**config.mk**
```make
export PLATFORM = sky130hd
export DESIGN_NAME = noise_burst_detector_top
export DESIGN_NICKNAME = d
export VERILOG_FILES = /design/src/sv/nbd_pkg.sv /design/src/sv/nbd_ctrl.sv /design/src/sv/nbd_datapath.sv /design/src/sv/noise_burst_detector_top.sv
export VERILOG_INCLUDE_DIRS = /design/src /design/src/sv
export SDC_FILE = /design/constraint.sdc
export NUM_CORES = 1
export LEC_CHECK = 0
export BUFFER_PORTS_ARGS = -buffer_cell sky130_fd_sc_hd__buf_4
export CAP_MARGIN = 20
export CORE_ASPECT_RATIO = 1.25
export CORE_MARGIN = 8
export CORE_UTILIZATION = 30
export CTS_BUF_LIST = sky130_fd_sc_hd__clkbuf_16
export DETAILED_ROUTE_END_ITERATION = 10
export SLEW_MARGIN = 20
export SYNTH_ARGS = -nofsm -noshare
export SYNTH_HDL_FRONTEND = slang
export SYNTH_SLANG_ARGS = --single-unit
```
**constraint.sdc**
```tcl
create_clock -name clk -period 5.1 [get_ports clk]
set_input_delay 0 -clock clk [delete_from_list [all_inputs] [get_ports clk]]
set_output_delay 0 -clock clk [all_outputs]
set_load 0.05 [all_outputs]
```
**src/sv/assert_macros.svh**
```systemverilog
// ---------------------------------------------------------------------------
// Assertion macros
// Concurrent checks on the rising clock edge, off while reset is asserted.
// ---------------------------------------------------------------------------
`ifndef ASSERT_MACROS_SVH
`define ASSERT_MACROS_SVH

`ifndef SYNTHESIS
// ante holds in a cycle -> cons holds in the same cycle
`define NBD_ASSERT_SAME(lbl, clk, rst_n, ante, cons) \
	lbl: assert property (@(posedge clk) disable iff (!rst_n) (ante) |-> (cons)) \
		else $error("nbd assertion failed");
// ante holds in a cycle -> cons holds in the next cycle
`define NBD_ASSERT_NEXT(lbl, clk, rst_n, ante, cons) \
	lbl: assert property (@(posedge clk) disable iff (!rst_n) (ante) |=> (cons)) \
		else $error("nbd assertion failed");
`else
`define NBD_ASSERT_SAME(lbl, clk, rst_n, ante, cons)
`define NBD_ASSERT_NEXT(lbl, clk, rst_n, ante, cons)
`endif

`endif

```
**src/sv/nbd_pkg.sv**
```systemverilog
// ---------------------------------------------------------------------------
// nbd_pkg
// Types, sizes and codes shared by the noise burst detector modules.
// ---------------------------------------------------------------------------
package nbd_pkg;

	localparam int LEVEL_DEPTH = 16;
	localparam int EVENT_DEPTH = 4;

	localparam int LVL_AW  = $clog2(LEVEL_DEPTH);
	localparam int EVT_AW  = (EVENT_DEPTH > 1) ? $clog2(EVENT_DEPTH) : 1;
	localparam int LIVE_W  = $clog2(EVENT_DEPTH + 1);
	localparam int LEN_W   = $clog2(LEVEL_DEPTH + 1);
	localparam int SPAN_W  = $clog2(2 * LEVEL_DEPTH);

	localparam int CFG_IDX_W  = 3;
	localparam int CFG_DATA_W = 32;

	localparam logic [11:0] LEVEL_FULL = 12'd4095;
	localparam logic        KIND_TICK  = 1'b1;

	typedef struct packed {
		logic        kind;
		logic [11:0] reading;
	} in_word_t;

	typedef struct packed {
		logic detected;
		logic noise_on;
		logic noise_off;
		logic led;
	} out_word_t;

	typedef struct packed {
		logic        enable;
		logic [11:0] level_threshold;
		logic [4:0]  run_length;
		logic [2:0]  event_count_limit;
		logic [31:0] expiry_ms;
		logic [15:0] short_hold_ms;
		logic [15:0] long_hold_ms;
	} cfg_t;

	typedef enum logic [CFG_IDX_W-1:0] {
		REG_ENABLE      = 3'd0,
		REG_LEVEL_THR   = 3'd1,
		REG_RUN_LENGTH  = 3'd2,
		REG_EVENT_LIMIT = 3'd3,
		REG_EXPIRY      = 3'd4,
		REG_SHORT_HOLD  = 3'd5,
		REG_LONG_HOLD   = 3'd6
	} cfg_reg_t;

	typedef enum logic [3:0] {
		ST_IDLE,
		ST_DECODE,
		ST_TICK,
		ST_WRITE,
		ST_SCAN,
		ST_LOG,
		ST_EXPIRE,
		ST_DECIDE,
		ST_FINISH
	} state_t;

	typedef struct packed {
		logic load_item;
		logic do_tick;
		logic ring_write;
		logic scan_step;
		logic log_event;
		logic expire_step;
		logic decide;
		logic emit;
	} cmd_t;

	typedef struct packed {
		logic item_kind;
		logic enable;
		logic scan_hit;
		logic scan_last;
		logic expire_last;
		logic out_free;
	} status_t;

endpackage

```
**src/sv/nbd_ctrl.sv**
```systemverilog
// ---------------------------------------------------------------------------
// nbd_ctrl
// Sequencer: walks one word through decode, tick or ring write and scan, event log, expiry walk, decision and output.
// ---------------------------------------------------------------------------
module nbd_ctrl import nbd_pkg::*; (
	input  logic    clk,
	input  logic    arst_n,
	input  logic    in_valid,
	output logic    in_ready,
	input  status_t status,
	output cmd_t    cmd
);

	state_t state_q;
	state_t state_d;

	always_ff @(posedge clk or negedge arst_n) begin
		if (!arst_n) begin
			state_q <= ST_IDLE;
		end else begin
			state_q <= state_d;
		end
	end

	always_comb begin
		state_d  = state_q;
		cmd      = '0;
		in_ready = 1'b0;
		unique case (state_q)
			ST_IDLE: begin
				in_ready = 1'b1;
				if (in_valid) begin
					cmd.load_item = 1'b1;
					state_d       = ST_DECODE;
				end
			end
			ST_DECODE: begin
				if (status.item_kind == KIND_TICK) begin
					state_d = ST_TICK;
				end else if (status.enable) begin
					state_d = ST_WRITE;
				end else begin
					state_d = ST_FINISH;
				end
			end
			ST_TICK: begin
				cmd.do_tick = 1'b1;
				state_d     = ST_FINISH;
			end
			ST_WRITE: begin
				cmd.ring_write = 1'b1;
				state_d        = ST_SCAN;
			end
			ST_SCAN: begin
				cmd.scan_step = 1'b1;
				if (status.scan_hit) begin
					state_d = ST_LOG;
				end else if (status.scan_last) begin
					state_d = ST_FINISH;
				end
			end
			ST_LOG: begin
				cmd.log_event = 1'b1;
				state_d       = ST_EXPIRE;
			end
			ST_EXPIRE: begin
				cmd.expire_step = 1'b1;
				if (status.expire_last) begin
					state_d = ST_DECIDE;
				end
			end
			ST_DECIDE: begin
				cmd.decide = 1'b1;
				state_d    = ST_FINISH;
			end
			ST_FINISH: begin
				if (status.out_free) begin
					cmd.emit = 1'b1;
					state_d  = ST_IDLE;
				end
			end
			default: begin
				state_d = ST_IDLE;
			end
		endcase
	end

endmodule

```
**src/sv/nbd_datapath.sv**
```systemverilog
// ---------------------------------------------------------------------------
// nbd_datapath
// Level ring, run scanner, event log, hold timers and output register.
// ---------------------------------------------------------------------------
module nbd_datapath import nbd_pkg::*; (
	input  logic      clk,
	input  logic      arst_n,
	input  cfg_t      cfg,
	input  in_word_t  in_data,
	input  cmd_t      cmd,
	output status_t   status,
	input  logic      out_ready,
	output logic      out_valid,
	output out_word_t out_data
);

	in_word_t item_q;

	logic [11:0]       ring_q [LEVEL_DEPTH];
	logic [LVL_AW-1:0] wpos_q;
	logic [LVL_AW-1:0] sidx_q;
	logic [LEN_W-1:0]  cnt_q;
	logic [SPAN_W-1:0] rem_q;

	logic [31:0]            times_q [EVENT_DEPTH];
	logic [EVENT_DEPTH-1:0] evalid_q;
	logic [EVT_AW-1:0]      ewpos_q;
	logic [EVT_AW-1:0]      eidx_q;
	logic [LIVE_W-1:0]      live_q;

	logic [31:0] now_q;
	logic [15:0] short_left_q;
	logic [15:0] long_left_q;
	logic        led_q;
	logic        det_q;
	logic        on_q;
	logic        off_q;

	logic        out_valid_q;
	out_word_t   out_q;

	logic [LEN_W-1:0]  len;
	logic [LEN_W-1:0]  len_m1;
	logic [LVL_AW-1:0] scan_start;
	logic [SPAN_W-1:0] span_m1;
	logic [LEN_W-1:0]  cnt_inc;
	logic              qual;
	logic              hit;
	logic [31:0]       age;
	logic              stale;
	logic              out_free;

	// clamp run length to 1..LEVEL_DEPTH
	always_comb begin
		if (cfg.run_length == '0) begin
			len = LEN_W'(1);
		end else if (int'(cfg.run_length) > LEVEL_DEPTH) begin
			len = LEN_W'(LEVEL_DEPTH);
		end else begin
			len = LEN_W'(cfg.run_length);
		end
		len_m1 = len - LEN_W'(1);
		// scan starts len-1 entries before slot 0, wrapping
		if (len_m1 == '0) begin
			scan_start = '0;
		end else begin
			scan_start = LVL_AW'(LEVEL_DEPTH - int'(len_m1));
		end
		span_m1 = SPAN_W'(int'(len_m1) + LEVEL_DEPTH - 1);
	end

	assign qual    = (ring_q[sidx_q] >= cfg.level_threshold);
	assign cnt_inc = cnt_q + LEN_W'(1);
	assign hit     = qual && (cnt_inc >= len);

	assign age   = now_q - times_q[eidx_q];
	assign stale = evalid_q[eidx_q] && (age > cfg.expiry_ms);

	assign out_free = !out_valid_q || out_ready;

	always_comb begin
		status.item_kind   = item_q.kind;
		status.enable      = cfg.enable;
		status.scan_hit    = hit;
		status.scan_last   = (rem_q == '0);
		status.expire_last = (eidx_q == EVT_AW'(EVENT_DEPTH - 1));
		status.out_free    = out_free;
	end

	// payload-only registers
	always_ff @(posedge clk) begin
		if (cmd.load_item) begin
			item_q <= in_data;
		end
		if (cmd.log_event) begin
			times_q[ewpos_q] <= now_q;
		end
		if (cmd.emit) begin
			out_q <= '{detected: det_q, noise_on: on_q, noise_off: off_q, led: led_q};
		end
	end

	always_ff @(posedge clk or negedge arst_n) begin
		if (!arst_n) begin
			for (int i = 0; i < LEVEL_DEPTH; i++) begin
				ring_q[i] <= '0;
			end
			wpos_q       <= '0;
			sidx_q       <= '0;
			cnt_q        <= '0;
			rem_q        <= '0;
			evalid_q     <= '0;
			ewpos_q      <= '0;
			eidx_q       <= '0;
			live_q       <= '0;
			now_q        <= '0;
			short_left_q <= '0;
			long_left_q  <= '0;
			led_q        <= 1'b0;
			det_q        <= 1'b0;
			on_q         <= 1'b0;
			off_q        <= 1'b0;
			out_valid_q  <= 1'b0;
		end else begin
			if (cmd.load_item) begin
				det_q <= 1'b0;
				on_q  <= 1'b0;
				off_q <= 1'b0;
			end

			if (cmd.do_tick) begin
				now_q <= now_q + 32'd1;
				if (short_left_q != '0) begin
					short_left_q <= short_left_q - 16'd1;
					if (short_left_q == 16'd1) begin
						led_q <= 1'b0;
					end
				end
				if (long_left_q != '0) begin
					long_left_q <= long_left_q - 16'd1;
					if (long_left_q == 16'd1) begin
						led_q <= 1'b0;
						off_q <= 1'b1;
					end
				end
			end

			if (cmd.ring_write) begin
				ring_q[wpos_q] <= LEVEL_FULL - item_q.reading;
				if (wpos_q == LVL_AW'(LEVEL_DEPTH - 1)) begin
					wpos_q <= '0;
				end else begin
					wpos_q <= wpos_q + LVL_AW'(1);
				end
				sidx_q <= scan_start;
				cnt_q  <= '0;
				rem_q  <= span_m1;
			end

			if (cmd.scan_step) begin
				if (sidx_q == LVL_AW'(LEVEL_DEPTH - 1)) begin
					sidx_q <= '0;
				end else begin
					sidx_q <= sidx_q + LVL_AW'(1);
				end
				cnt_q <= qual ? cnt_inc : '0;
				rem_q <= rem_q - SPAN_W'(1);
			end

			if (cmd.log_event) begin
				for (int i = 0; i < LEVEL_DEPTH; i++) begin
					ring_q[i] <= '0;
				end
				evalid_q[ewpos_q] <= 1'b1;
				if (ewpos_q == EVT_AW'(EVENT_DEPTH - 1)) begin
					ewpos_q <= '0;
				end else begin
					ewpos_q <= ewpos_q + EVT_AW'(1);
				end
				det_q  <= 1'b1;
				led_q  <= 1'b1;
				eidx_q <= '0;
				live_q <= '0;
			end

			if (cmd.expire_step) begin
				if (stale) begin
					evalid_q[eidx_q] <= 1'b0;
				end else if (evalid_q[eidx_q]) begin
					live_q <= live_q + LIVE_W'(1);
				end
				if (eidx_q != EVT_AW'(EVENT_DEPTH - 1)) begin
					eidx_q <= eidx_q + EVT_AW'(1);
				end
			end

			if (cmd.decide) begin
				if (int'(live_q) >= int'(cfg.event_count_limit)) begin
					evalid_q    <= '0;
					on_q        <= 1'b1;
					long_left_q <= (cfg.long_hold_ms == '0) ? 16'd1 : cfg.long_hold_ms;
				end else begin
					short_left_q <= (cfg.short_hold_ms == '0) ? 16'd1 : cfg.short_hold_ms;
				end
			end

			if (cmd.emit) begin
				out_valid_q <= 1'b1;
			end else if (out_ready) begin
				out_valid_q <= 1'b0;
			end
		end
	end

	assign out_valid = out_valid_q;
	assign out_data  = out_q;

endmodule

```
**src/sv/noise_burst_detector_top.sv**
```systemverilog
// One word at a time: the next word is accepted only after the result word of the last is registered.
// Rate is set by the run scan, which reads one ring entry per cycle, and the walk over the event log.
// Reset (arst_n low, async) clears ring, event valid bits, clock, holds, LED; config to defaults.
// ---------------------------------------------------------------------------
// noise_burst_detector_top
// Noise burst detector: config registers, sequencer and datapath.
// ---------------------------------------------------------------------------
`include "assert_macros.svh"

module noise_burst_detector_top import nbd_pkg::*; (
	input  logic                  clk,
	input  logic                  arst_n,
	input  logic                  in_valid,
	output logic                  in_ready,
	input  in_word_t              in_data,
	output logic                  out_valid,
	input  logic                  out_ready,
	output out_word_t             out_data,
	input  logic                  cfg_we,
	input  logic [CFG_IDX_W-1:0]  cfg_index,
	input  logic [CFG_DATA_W-1:0] cfg_wdata
);

	cfg_t    cfg_q;
	cmd_t    cmd;
	status_t status;

	always_ff @(posedge clk or negedge arst_n) begin
		if (!arst_n) begin
			cfg_q.enable            <= 1'b0;
			cfg_q.level_threshold   <= 12'd1;
			cfg_q.run_length        <= 5'd2;
			cfg_q.event_count_limit <= 3'd2;
			cfg_q.expiry_ms         <= 32'd60000;
			cfg_q.short_hold_ms     <= 16'd2000;
			cfg_q.long_hold_ms      <= 16'd4000;
		end else if (cfg_we) begin
			unique case (cfg_reg_t'(cfg_index))
				REG_ENABLE:      cfg_q.enable            <= cfg_wdata[0];
				REG_LEVEL_THR:   cfg_q.level_threshold   <= cfg_wdata[11:0];
				REG_RUN_LENGTH:  cfg_q.run_length        <= cfg_wdata[4:0];
				REG_EVENT_LIMIT: cfg_q.event_count_limit <= cfg_wdata[2:0];
				REG_EXPIRY:      cfg_q.expiry_ms         <= cfg_wdata[31:0];
				REG_SHORT_HOLD:  cfg_q.short_hold_ms     <= cfg_wdata[15:0];
				REG_LONG_HOLD:   cfg_q.long_hold_ms      <= cfg_wdata[15:0];
				default: begin
				end
			endcase
		end
	end

	nbd_ctrl u_ctrl (
		.clk      (clk),
		.arst_n   (arst_n),
		.in_valid (in_valid),
		.in_ready (in_ready),
		.status   (status),
		.cmd      (cmd)
	);

	nbd_datapath u_datapath (
		.clk       (clk),
		.arst_n    (arst_n),
		.cfg       (cfg_q),
		.in_data   (in_data),
		.cmd       (cmd),
		.status    (status),
		.out_ready (out_ready),
		.out_valid (out_valid),
		.out_data  (out_data)
	);

	// one word in flight: no second accept right after one
	`NBD_ASSERT_NEXT(a_single_word, clk, arst_n, in_valid && in_ready, !in_ready)
	// noise on only comes with the detection that caused it
	`NBD_ASSERT_SAME(a_on_needs_det, clk, arst_n, out_valid && out_data.noise_on, out_data.detected)
	// noise off only on ticks, never with a detection
	`NBD_ASSERT_SAME(a_off_not_det, clk, arst_n, out_valid && out_data.noise_off, !out_data.detected)
	// a detection always lights the LED
	`NBD_ASSERT_SAME(a_det_led, clk, arst_n, out_valid && out_data.detected, out_data.led)

endmodule

```
==> flow_summary.ini <==
[outcome]
status = finished clean

[sta]
setup_viol = 0
rsz0062_at_grt = true
finalSetupTns_ns = 0
worst_slew_pin_slew_ns = 1.05
setup_slack_ns = 0.0370
holdWs_ns = 0.0772
maxSlewHeadroom = 0.302
slew_violations = 0
fin_crit_ns = 5.06
fin_skew_ns = 0.0599
fin_crit_sh = 0.993
fmax_mhz = 198
hold_violations = 0

[job]
cap_violations = 0

[finish]
fillers = 8183
fin_cells = 3444
nets = 2464
layout-drive-gt1-share = 0.190
syn_to_final_growth_pct = 18.9

[routing]
vias = 17400
wl_um = 63400
wl_per_cell_um = 18.4
ant_nets = 0
drc = 0
drtIter0Drc = 1059
drt_first_pass_iters = 5
avgViaCountPerCell = 5.05

[synth]
synth_area_sq_um = 25400
synthesis.nets = 2326
yosysWarnings = 0
yosys-mux-area-fraction = 0.103
syn_inst = 2162
synth-seq-cells = 524
synthAdderAreaFrac = 0.0550
synth_top_family_by_area = compound AO/OA/AOI/OAI gates
synth_cell_types = 72
synth_xor_xnor_area_share = 0.0335
synthFlopType = dfrtp_1
synthArstFlopShare = 0.723
synth-edff-count = 145
synth-simple-area-share = 0.104
seq_area_frac_synth = 0.546
synth.avg_cell_area_sq_um = 11.7
synth_compound_area_frac = 0.121

[floorplanning]
rows = 119
die_h_um = 341
die_w_um = 276
start_util = 0.302
fp.coreArea_sq_um = 84000
die-area_sq_um = 94200
io_pins = 59

[clocking]
cts_inserted_buffers = 57
clock_latency_ns = 0.64
clock_sinks = 524
cts_root_buf = clkbuf_16
tritoncts = done
clock_path_buffers = 3
h-tree-depth = 2
clkSlewWorstSetupHoldPaths_ns = 0.06

[setup_path]
cp_max_fo = 8
worstSetupEndpointType = flop
worstPathArrival_ns = 5.57
crit_type = reg -> reg
cp-start-kind = flop
critical_path_required_ns = 5.61

[placement]
place_congestion = 0.827
dp_hpwl_um = 42800
dp_cells = 3257
port_buffers = 58
place_ws_ns = -0.426

[pwr]
power_density_nw_per_um2 = 481
power_leakage_nw = 12.1
ir_drop_mv = 0.392

[global_routing]
antenna_found_initial = 10
grt_pass1_wl_um = 101000
grt_pass1_vias = 18200
grt-ovfl-total = 0
grt_usage = 0.132
grt_max_degree = 118

[min_path]
worstHoldPathType = in -> reg
==> metal layers <==
metal  up-vias  wire [um]  part of all wire  GRT usage
li1       8146          -                 -          -
met3       138       3030             0.048     0.0268
met1      8730      25300              0.40      0.152
met4         4       2290             0.036     0.0493
met2       381      32700              0.52      0.240
met5         -         24           0.00038          0
==> flip-flops by register name, summed over array words and instances, names as in the netlist, 5 cells and up <==
signal / count
u_datapath.item_q: 12
u_datapath.short_left_q: 16
u_datapath.long_left_q: 16
cfg_q: 85
u_datapath.rem_q: 5
u_datapath.now_q: 32
u_datapath.ring_q: 192
u_datapath.times_q: 128
u_datapath.cnt_q: 5
==> cell type report <==
| cell class | instances | area (sq um) | share of cell area |
|---|---|---|---|
| Antenna cell | 6 | 15.0 | 0.000498 |
| Timing Repair Buffer | 211 | 1830 | 0.0605 |
| Sequential cell | 524 | 13900 | 0.460 |
| Inverter | 118 | 443 | 0.0147 |
| Tap cell | 1089 | 1360 | 0.0452 |
| Clock inverter | 50 | 419 | 0.0139 |
| Clock buffer | 58 | 1450 | 0.0481 |
| Multi-Input combinational cell | 1388 | 10800 | 0.357 |
==> path summary, 6_finish.rpt <==
| kind | start | to | slack (ns) | cells after the start |
|---|---|---|---|---|
| max in group asynchronous | arst_n | u_datapath.ring_q[161]$_DFFE_PN0P_ | 2.86 | 4 |
| hold / removal | in_data[0] | u_datapath.item_q[0]$_DFFE_PP_ | 0.08 | 2 |
| min in group asynchronous | arst_n | u_datapath.now_q[21]$_DFFE_PN0P_ | 0.52 | 3 |
| setup reg to reg | u_datapath.eidx_q[0]$_DFF_PN0_ | u_datapath.live_q[2]$_DFF_PN0_ | 0.04 | 22 |
| hold reg to reg | u_datapath.det_q$_DFFE_PN0P_ | u_datapath.out_data[3]$_DFFE_PP_ | 0.45 | 0 |
| setup / recovery | u_datapath.eidx_q[0]$_DFF_PN0_ | u_datapath.live_q[2]$_DFF_PN0_ | 0.04 | 22 |
==> cell usage in the layout (no fill, tap or decap), drive strengths merged, types with 58 or more instances in the layout <==
cell,n
ha,110
xnor2,60
buf,151
mux4,93
a211oi,199
clkbuf,58
edfxtp,145
inv,132
nor2,274
nand2,144
o21ai,104
dlygate4sd3,60
dfrtp,357
==> power by group <==
group	switching (mW)	internal, mW
Combinational	2.48	2.24
Sequential	0.717	5.02
Clock	1.76	2.29
==> per-stage QoR <==
stage	instance area (sq um)	utilization	power, mW
2_1_floorplan	25400	-	8.80
3_3_place_gp	27400	0.326	10.1
3_5_place_dp	27400	0.326	10.3
4_1_cts	29900	0.357	14.5
5_1_grt	30200	0.359	15.4
6_report	30200	0.359	14.5
==> repair_timing <==
action / 4_1_cts / 5_1_grt
endpoints found under the hold margin: 188 / 0
cloned: 0 / 0
hold buffers: 60 / 0
gates resized for setup: 14 / 30
pin swaps: 4 / 22
setup buffers: 4 / 8
endpoints found under the setup margin: 7 / 7
==> cells by family after synthesis <==
kind of cell             after synthesis
AO/OA/AOI/OAI                        454
AND/OR/NAND/NOR                      586
adder cells (fa/ha/maj)              111
flip-flops                           524
XOR/XNOR                              97
multiplexers                         140
buffers and inverters                250
==> critical path, cell delays in order, from the launching register on <==
cell	delay, ns
dfrtp_2	0.49
buf_4	0.16
mux4_2	0.49
ha_2	0.19
nand2b_4	0.14
a21oi_2	0.17
o41a_1	0.20
o211ai_1	0.13
buf_4	0.18
o311a_4	0.32
o32a_1	0.36
buf_4	0.17
a21oi_2	0.15
o31ai_2	0.08
ha_1	0.29
buf_4	0.10
nand4_1	0.15
nor4_2	0.32
and3_1	0.24
o2bb2ai_4	0.10
buf_6	0.14
nor3b_4	0.19
mux2i_1	0.21
==> cell usage after synthesis (all sizes together), types with 31 or more instances <==
cell type  count  area [sq um]
mux2          44           495
ha           110          1380
o21ai        104           521
mux4          93          2090
edfxtp       145          4350
inv          118           443
a211oi       199          1490
dfrtp        357          8930
clkbuf       112           420
nand3         31           155
xor2          37           324
xnor2         60           526
nand2        144           541
nor2         274          1030
a21oi         56           280
Note: power is estimated with default switching activity, not from simulation.
